<file path="src/sv/fbpa_pkg.sv">
package fbpa_pkg;

	localparam int ADDR_W     = 32;
	localparam int BB_W       = 13;
	localparam int PB_W       = 7;
	localparam int CNT_W      = 7;
	localparam int CFG_IDX_W  = 2;
	localparam int CFG_DATA_W = 32;

	// Header word size of a block; a power of two so rounding is a mask.
	localparam int WORD_BYTES = 4;
	localparam int WORD_SHIFT = 2;

	typedef enum logic [1:0] {
		STATUS_OK       = 2'd0,
		STATUS_NO_BLOCK = 2'd1,
		STATUS_NULL     = 2'd2,
		STATUS_OVERFLOW = 2'd3
	} status_t;

	localparam logic REQ_ALLOC   = 1'b0;
	localparam logic REQ_RELEASE = 1'b1;

	localparam logic [CFG_IDX_W-1:0] CFG_BASE_ADDR   = 2'd0;
	localparam logic [CFG_IDX_W-1:0] CFG_BLOCK_BYTES = 2'd1;
	localparam logic [CFG_IDX_W-1:0] CFG_POOL_BLOCKS = 2'd2;

endpackage

</file>
<file path="src/sv/fbpa_req_if.sv">
interface fbpa_req_if;
	logic                        valid;
	logic                        ready;
	logic                        req_type;
	logic [fbpa_pkg::ADDR_W-1:0] release_addr;

	modport source (output valid, output req_type, output release_addr, input ready);
	modport sink (input valid, input req_type, input release_addr, output ready);
endinterface

</file>
<file path="src/sv/fbpa_rsp_if.sv">
interface fbpa_rsp_if;
	logic                        valid;
	logic                        ready;
	fbpa_pkg::status_t           status;
	logic [fbpa_pkg::ADDR_W-1:0] block_addr;
	logic [fbpa_pkg::CNT_W-1:0]  free_count;

	modport source (output valid, output status, output block_addr, output free_count,
		input ready);
	modport sink (input valid, input status, input block_addr, input free_count,
		output ready);
endinterface

</file>
<file path="src/sv/fixed_block_pool_allocator_unit.sv">
// Fixed-size block pool allocator. One request word is taken per clock cycle and its
// response word appears in the output register on the next cycle; the unit keeps taking
// requests while that response waits, as long as the response side takes it in the same
// cycle. Allocation pops the most recently released address from a free stack, else carves
// the next block from the pool at base_addr; release pushes a non-null address unless
// every block is already free. The stack lives in a MAX_BLOCKS-entry memory with one
// write and one registered read port; its two topmost entries are also held in registers
// so that pops and pushes can run back to back. There is no clearing pass after reset.
module fixed_block_pool_allocator_unit #(
	parameter int MAX_BLOCKS = 64
) (
	input  logic                            clk,
	input  logic                            arst_n,
	fbpa_req_if.sink                        req,
	fbpa_rsp_if.source                      rsp,
	input  logic                            cfg_we,
	input  logic [fbpa_pkg::CFG_IDX_W-1:0]  cfg_idx,
	input  logic [fbpa_pkg::CFG_DATA_W-1:0] cfg_data
);

	localparam int CW = $clog2(MAX_BLOCKS + 1);
	localparam int AW = (MAX_BLOCKS > 1) ? $clog2(MAX_BLOCKS) : 1;
	localparam int UW = (CW > fbpa_pkg::PB_W) ? CW : fbpa_pkg::PB_W;
	localparam int FW = UW + 1;
	localparam int AD = fbpa_pkg::ADDR_W;

	logic [AD-1:0]               base_q;
	logic [fbpa_pkg::BB_W-1:0]   block_bytes_q;
	logic [fbpa_pkg::PB_W-1:0]   pool_blocks_q;

	logic [CW-1:0]               sp_q, sp_n;
	logic [CW-1:0]               carved_q, carved_n;
	logic [AD-1:0]               offset_q, offset_n;
	logic [AD-1:0]               tos_q;
	logic [AD-1:0]               below_q;
	logic [AD-1:0]               stack_mem [MAX_BLOCKS];

	logic                        out_valid_q;
	fbpa_pkg::status_t           status_q;
	logic [AD-1:0]               addr_q;
	logic [fbpa_pkg::CNT_W-1:0]  count_q;

	logic                        accept;
	logic                        do_pop, do_push;
	fbpa_pkg::status_t           status_c;
	logic [AD-1:0]               addr_c;
	logic [UW-1:0]               usable;
	logic [UW-1:0]               left_cur, left_nxt;
	logic [FW-1:0]               free_cur, free_nxt;
	logic [fbpa_pkg::CNT_W-1:0]  count_c;
	logic [fbpa_pkg::BB_W:0]     bb_up;
	logic [fbpa_pkg::BB_W:0]     bb_round;
	logic [AD-1:0]               full_size;
	logic [CW-1:0]               sp_m3;

	assign req.ready = !out_valid_q || rsp.ready;
	assign accept    = req.valid && req.ready;

	assign rsp.valid      = out_valid_q;
	assign rsp.status     = status_q;
	assign rsp.block_addr = addr_q;
	assign rsp.free_count = count_q;

	// Header word plus the user size rounded up to whole words.
	assign bb_up     = {1'b0, block_bytes_q} + (fbpa_pkg::BB_W + 1)'(fbpa_pkg::WORD_BYTES - 1);
	assign bb_round  = {bb_up[fbpa_pkg::BB_W:fbpa_pkg::WORD_SHIFT],
		{fbpa_pkg::WORD_SHIFT{1'b0}}};
	assign full_size = AD'(bb_round) + AD'(fbpa_pkg::WORD_BYTES);

	assign usable = (UW'(pool_blocks_q) < UW'(MAX_BLOCKS)) ? UW'(pool_blocks_q)
		: UW'(MAX_BLOCKS);
	assign left_cur = (usable > UW'(carved_q)) ? usable - UW'(carved_q) : '0;
	assign free_cur = FW'(sp_q) + FW'(left_cur);

	always_comb begin
		sp_n     = sp_q;
		carved_n = carved_q;
		offset_n = offset_q;
		do_pop   = 1'b0;
		do_push  = 1'b0;
		status_c = fbpa_pkg::STATUS_OK;
		addr_c   = '0;
		if (req.req_type == fbpa_pkg::REQ_ALLOC) begin
			priority if (sp_q != '0) begin
				do_pop = 1'b1;
				addr_c = tos_q;
				sp_n   = sp_q - CW'(1);
			end else if (left_cur != '0) begin
				addr_c   = base_q + offset_q + AD'(fbpa_pkg::WORD_BYTES);
				offset_n = offset_q + full_size;
				carved_n = carved_q + CW'(1);
			end else begin
				status_c = fbpa_pkg::STATUS_NO_BLOCK;
			end
		end else begin
			priority if (req.release_addr == '0) begin
				status_c = fbpa_pkg::STATUS_NULL;
			end else if (sp_q >= CW'(MAX_BLOCKS) || free_cur >= FW'(usable)) begin
				status_c = fbpa_pkg::STATUS_OVERFLOW;
			end else begin
				do_push = 1'b1;
				sp_n    = sp_q + CW'(1);
			end
		end
	end

	assign left_nxt = (usable > UW'(carved_n)) ? usable - UW'(carved_n) : '0;
	assign free_nxt = FW'(sp_n) + FW'(left_nxt);
	assign count_c  = (free_nxt > FW'(127)) ? fbpa_pkg::CNT_W'(127)
		: free_nxt[fbpa_pkg::CNT_W-1:0];

	// After a pop the new second entry sits three below the old stack pointer.
	assign sp_m3 = sp_q - CW'(3);

	always_ff @(posedge clk or negedge arst_n) begin
		if (!arst_n) begin
			base_q        <= '0;
			block_bytes_q <= fbpa_pkg::BB_W'(4);
			pool_blocks_q <= fbpa_pkg::PB_W'(1);
		end else if (cfg_we) begin
			unique case (cfg_idx)
				fbpa_pkg::CFG_BASE_ADDR:   base_q        <= cfg_data;
				fbpa_pkg::CFG_BLOCK_BYTES: block_bytes_q <= cfg_data[fbpa_pkg::BB_W-1:0];
				fbpa_pkg::CFG_POOL_BLOCKS: pool_blocks_q <= cfg_data[fbpa_pkg::PB_W-1:0];
				default: ;
			endcase
		end
	end

	always_ff @(posedge clk or negedge arst_n) begin
		if (!arst_n) begin
			sp_q        <= '0;
			carved_q    <= '0;
			offset_q    <= '0;
			out_valid_q <= 1'b0;
		end else begin
			if (req.ready) begin
				out_valid_q <= req.valid;
			end
			if (accept) begin
				sp_q     <= sp_n;
				carved_q <= carved_n;
				offset_q <= offset_n;
			end
		end
	end

	always_ff @(posedge clk) begin
		if (accept) begin
			status_q <= status_c;
			addr_q   <= addr_c;
			count_q  <= count_c;
			if (do_push) begin
				tos_q <= req.release_addr;
			end else if (do_pop) begin
				tos_q <= below_q;
			end
		end
	end

	// Stack memory: every push is written at its own slot, the read port refills the
	// second-from-top register when a pop moves the stack down.
	always_ff @(posedge clk) begin
		if (accept && do_push) begin
			stack_mem[sp_q[AW-1:0]] <= req.release_addr;
			below_q                 <= tos_q;
		end else if (accept && do_pop) begin
			below_q <= stack_mem[sp_m3[AW-1:0]];
		end
	end

endmodule

</file>
<file path="src/flat_wrapper.sv">
// flat-port wrapper written by rule: the top's interface ports become plain ports
module fixed_block_pool_allocator_unit_flat 
#(
	parameter int MAX_BLOCKS = 64
)
  (clk, arst_n, cfg_we, cfg_idx, cfg_data, req_valid, req_req_type, req_release_addr, req_ready, rsp_valid, rsp_status, rsp_block_addr, rsp_free_count, rsp_ready);
  fbpa_req_if req_i ();
  fbpa_rsp_if rsp_i ();
  input  logic clk;
  input  logic arst_n;
  input  logic cfg_we;
  input  logic [fbpa_pkg::CFG_IDX_W-1:0] cfg_idx;
  input  logic [fbpa_pkg::CFG_DATA_W-1:0] cfg_data;
  input wire logic [$bits(req_i.valid)-1:0] req_valid;
  input wire logic [$bits(req_i.req_type)-1:0] req_req_type;
  input wire logic [$bits(req_i.release_addr)-1:0] req_release_addr;
  output wire logic [$bits(req_i.ready)-1:0] req_ready;
  output wire logic [$bits(rsp_i.valid)-1:0] rsp_valid;
  output wire logic [$bits(rsp_i.status)-1:0] rsp_status;
  output wire logic [$bits(rsp_i.block_addr)-1:0] rsp_block_addr;
  output wire logic [$bits(rsp_i.free_count)-1:0] rsp_free_count;
  input wire logic [$bits(rsp_i.ready)-1:0] rsp_ready;
  assign req_i.valid = req_valid;
  assign req_i.req_type = req_req_type;
  assign req_i.release_addr = req_release_addr;
  assign req_ready = req_i.ready;
  assign rsp_valid = rsp_i.valid;
  assign rsp_status = rsp_i.status;
  assign rsp_block_addr = rsp_i.block_addr;
  assign rsp_free_count = rsp_i.free_count;
  assign rsp_i.ready = rsp_ready;
  fixed_block_pool_allocator_unit #(.MAX_BLOCKS(MAX_BLOCKS)) u_core (.clk(clk), .arst_n(arst_n), .req(req_i), .rsp(rsp_i), .cfg_we(cfg_we), .cfg_idx(cfg_idx), .cfg_data(cfg_data));
endmodule
</file>
<file path="config.mk">
export PLATFORM = sky130hd
export DESIGN_NAME = fixed_block_pool_allocator_unit_flat
export DESIGN_NICKNAME = d
export VERILOG_FILES = /design/src/sv/fbpa_pkg.sv /design/src/sv/fbpa_req_if.sv /design/src/sv/fbpa_rsp_if.sv /design/src/sv/fixed_block_pool_allocator_unit.sv /design/src/flat_wrapper.sv
export SDC_FILE = /design/constraint.sdc
export NUM_CORES = 2
export LEC_CHECK = 0
export BUFFER_PORTS_ARGS = -buffer_cell sky130_fd_sc_hd__buf_2
export CORE_ASPECT_RATIO = 1.25
export CORE_MARGIN = 2
export CORE_UTILIZATION = 57
export CTS_BUF_LIST = sky130_fd_sc_hd__clkbuf_16
export CTS_CLUSTER_DIAMETER = 100
export DETAILED_ROUTE_END_ITERATION = 8
export GPL_TIMING_DRIVEN = 0
export HOLD_SLACK_MARGIN = 0.12
export PLACE_DENSITY_LB_ADDON = 0.2
export SYNTH_ARGS = -nofsm -noshare
export SYNTH_HDL_FRONTEND = slang
export SYNTH_SLANG_ARGS = --single-unit
</file>
<file path="constraint.sdc">
create_clock -name clk -period 7.4 [get_ports clk]
set_input_delay 0.37 -clock clk [delete_from_list [all_inputs] [get_ports clk]]
set_output_delay 0.37 -clock clk [all_outputs]
set_load 0.01 [all_outputs]
</file>
==> impl_metrics.env <==
export IMPL_status="finished, violations left"
export IMPL_violations="design-rule violations"
export IMPL_drive_gt1_frac=0.227
export IMPL_vias=50800
export IMPL_grt_usage=0.309
export IMPL_rr_worst_depth=15
export IMPL_period_minus_slack_ns=7.36
export IMPL_rsz0062_at_grt="true"
export IMPL_htree_levels=4
export IMPL_critPathTopFamily="buffers and inverters"
export IMPL_first_iter_violations=7027
export IMPL_synth_edf_count=2153
export IMPL_wl_um=250000
export IMPL_rows=164
export IMPL_synthCells=4975
export IMPL_yosys_area_top_type="edfxtp_1"
export IMPL_start_kind="register"
export IMPL_synth_top_area_share=0.709
export IMPL_grt_pass1_vias=50800
export IMPL_die_w_um=362
export IMPL_drv_cap=0
export IMPL_fin_worst_hold_slack_ns=0.167
export IMPL_clkSlewWorstSetupHoldPaths_ns=0.07
export IMPL_worstPathMaxFanout=19
export IMPL_slew_viol_final=0
export IMPL_antenna_found_initial=5
export IMPL_crit_cells=15
export IMPL_synth_yosys_seq_area_share=0.736
export IMPL_n_fill_cell=10500
export IMPL_hold_class="in2reg"
export IMPL_endpoint_kind="register"
export IMPL_critPathSlowestCell="a311oi_1"
export IMPL_ys_async_sr_fraction=0.0431
export IMPL_ys_warn_count=0
export IMPL_ir_drop_mv=0.251
export IMPL_postPlaceCellArea_sq_mm=0.0967
export IMPL_crit_type="reg2reg"
export IMPL_whs_path_depth=1
export IMPL_fmax_mhz=136
export IMPL_cts_sinks=2250
export IMPL_synth_area_per_cell_sq_um=18.3
export IMPL_cpPeakStageDelay_ns=1.18
export IMPL_insertion_delay_ns=0.86
export IMPL_gp_congestion=0.963
export IMPL_start_util=0.572
export IMPL_overflow=0
export IMPL_ant_nets=0
export IMPL_io_pins=115
export IMPL_portBuffers=114
export IMPL_required_ns=8.00
export IMPL_syn_cell_area_sq_mm=0.0912
export IMPL_drc=2
export IMPL_place_ws_ns=-2.41
export IMPL_die_area_sq_mm=0.163
export IMPL_fp_dieH_um=451
export IMPL_fin_total_pwr_uw=40700
export IMPL_core_area_sq_mm=0.159
export IMPL_syn_nets=5155
export IMPL_cpMostUsedCell="clkbuf_1"
export IMPL_synth_area_leaders="edfxtp_1, mux4_2, nand2_1"
export IMPL_synth_cell_types=81
export IMPL_cts_buffer_depth=3
export IMPL_cts_buffers=205
export IMPL_nNetsFinal=5686
export IMPL_worstPathArrival_ns=7.97
export IMPL_pwr_density_cell_mw_per_mm2=388
export IMPL_fin_crit_sh=0.995
export IMPL_grt_pass1_wl_um=359000
export IMPL_dr_pass1_iters=8
export IMPL_ys_flop_type="edfxtp_1"
export IMPL_worstMarginPinSlew_ns=1.46
export IMPL_power_leakage_uw=0.0349
export IMPL_finClkSkew_ns=0.0377
export IMPL_synth_seq_cells=2250
export IMPL_critical_path_buf_inv_count=8
export IMPL_setup_viol=0
export IMPL_stdcell_area_sq_mm=0.105
export IMPL_wl_per_cell_um=32.2
export IMPL_area_growth_syn_to_layout_pct=15.2
export IMPL_finalWorstSetupSlack_ns=0.0371
export IMPL_cts_tree="done"
export IMPL_worstPathCellList="clkbuf_2 > clkbuf_4 > buf_4 > inv_2 > ha_1 > clkbuf_1 > clkbuf_1 > clkbuf_1 > clkbuf_1 > mux4_2 > nand2_1 > nand3_1 > a311oi_1 > a211oi_1 > a21o_1"
export IMPL_grt_max_degree=67
export IMPL_clock_root_buffer="clkbuf_16"
export IMPL_dp_hpwl_um=162000
export IMPL_hold_violations=0
export IMPL_routed_via_density=6.55
export IMPL_relSlewSlack=0.0228
## power breakdown
group	internal (uW)	switching [uW]	leakage [uW]
combinational	5670	10200	0.0109
clock	5820	4660	0.00335
sequential	14300	113	0.0206
total	25800	15000	0.0349
## cells by family (layout without fill, tap and decap cells)
kind of cell               count (synthesis)  in the layout  synth area share
and+or+nand+nor                         1193           1194            0.0572
adders and majority gates                110            110            0.0154
muxes                                    574            574             0.135
buffers and inverters                    319           1016            0.0135
xor gates and xnor gates                 112            112            0.0108
DFF                                     2250           2250             0.736
AOI/OAI and AO/OA                        416            416            0.0324
other                                      1              4         0.0000411
## registers in the layout (all words and copies together) (netlist names), 13 cells and up
signal                 cells
u_core.block_bytes_q      13
u_core.stack_mem        2048
u_core.base_q             32
u_core.below_q            32
u_core.rsp.block_addr     32
u_core.tos_q              32
u_core.offset_q           30
## final timing paths
check                                                start                                  end  slack [ns]
max                             u_core.sp_q[0]$_DFFE_PN0P_         u_core.below_q[29]$_DFFE_PP_        0.04
min reg2reg                u_core.offset_q[21]$_DFFE_PN0P_      u_core.offset_q[21]$_DFFE_PN0P_        0.50
max in group asynchronous                           arst_n  u_core.pool_blocks_q[0]$_DFFE_PN1P_        6.40
min in group asynchronous                           arst_n      u_core.offset_q[12]$_DFFE_PN0P_        0.62
max reg2reg                     u_core.sp_q[0]$_DFFE_PN0P_         u_core.below_q[29]$_DFFE_PP_        0.04
min                                    req_release_addr[4]    u_core.stack_mem[15][4]$_DFFE_PP_        0.17
## worst register-to-register path, delay by kind of cell (launching register included)
family | cells | cell delay, ns
AOI/OAI and AO/OA | 3 | 1.68
DFF | 1 | 0.58
and+or+nand+nor | 2 | 0.19
muxes | 1 | 0.41
buffers and inverters | 8 | 3.81
adders and majority gates | 1 | 0.44
## layer usage
metal,vias up,track usage,part of all wire
li1,21000,-,-
met1,26500,0.404,0.36
met2,2846,0.506,0.49
met3,526,0.0569,0.090
met4,2,0.149,0.054
met5,-,0,0.000032
## cell type report
class | count | area, sq um | share of cell area
timing repair buffer | 325 | 3890 | 0.0371
tap | 2075 | 2600 | 0.0247
antenna | 3 | 7.51 | 0.0000715
clock buffer | 212 | 5310 | 0.0505
clock inverter | 162 | 1260 | 0.0120
sequential | 2250 | 67100 | 0.639
multi-input combinational | 2407 | 23600 | 0.225
buffer | 268 | 1080 | 0.0103
inverter | 49 | 186 | 0.00178
## what timing repair did
item / 4_1_cts / 5_1_grt
gates cloned: 1 / 0
resized for setup: 60 / 18
pin swaps: 35 / 6
hold endpoints to repair: 448 / 0
endpoints found under the setup margin: 2176 / 1200
setup buffers: 65 / 9
hold buffers: 54 / 0
## synthesized netlist by cell type (6+ instances only)
cell,count
a211oi_1,31
a21o_1,47
a21oi_1,65
a22o_1,6
a22oi_1,6
a311oi_1,93
a31oi_1,36
and3_1,68
buf_1,68
buf_2,6
clkbuf_1,192
dfrtp_1,95
edfxtp_1,2153
ha_1,104
inv_1,47
mux2_2,52
mux4_2,518
nand2_1,697
nand2b_1,16
nand3_1,158
nand4_1,13
nor2_1,152
nor2b_1,16
nor3_1,20
nor4_1,11
o21a_1,8
o21ai_0,65
o21bai_1,9
o22ai_1,6
o31ai_1,10
xnor2_1,83
xor2_1,29
## cells in the final DEF (no fill, tap or decap), drive strengths merged, types with 68 or more instances in the layout
master     n
and3      68
nand2    697
clkinv    95
nor2     155
edfxtp  2153
dfrtp     95
inv       89
mux4     518
ha       104
nand3    158
a311oi    93
xnor2     83
clkbuf   403
buf      349
## metrics by stage
stage	std cells	util	TNS, ns
global route	7749	0.659	0
detailed placement	7246	0.607	-4084.80
floorplan	4975	-	-215.61
global placement	7164	0.592	-8093.47
CTS	7739	0.658	0
finish	7751	0.659	0
No activity file was read; power rests on OpenSTA's default activity.
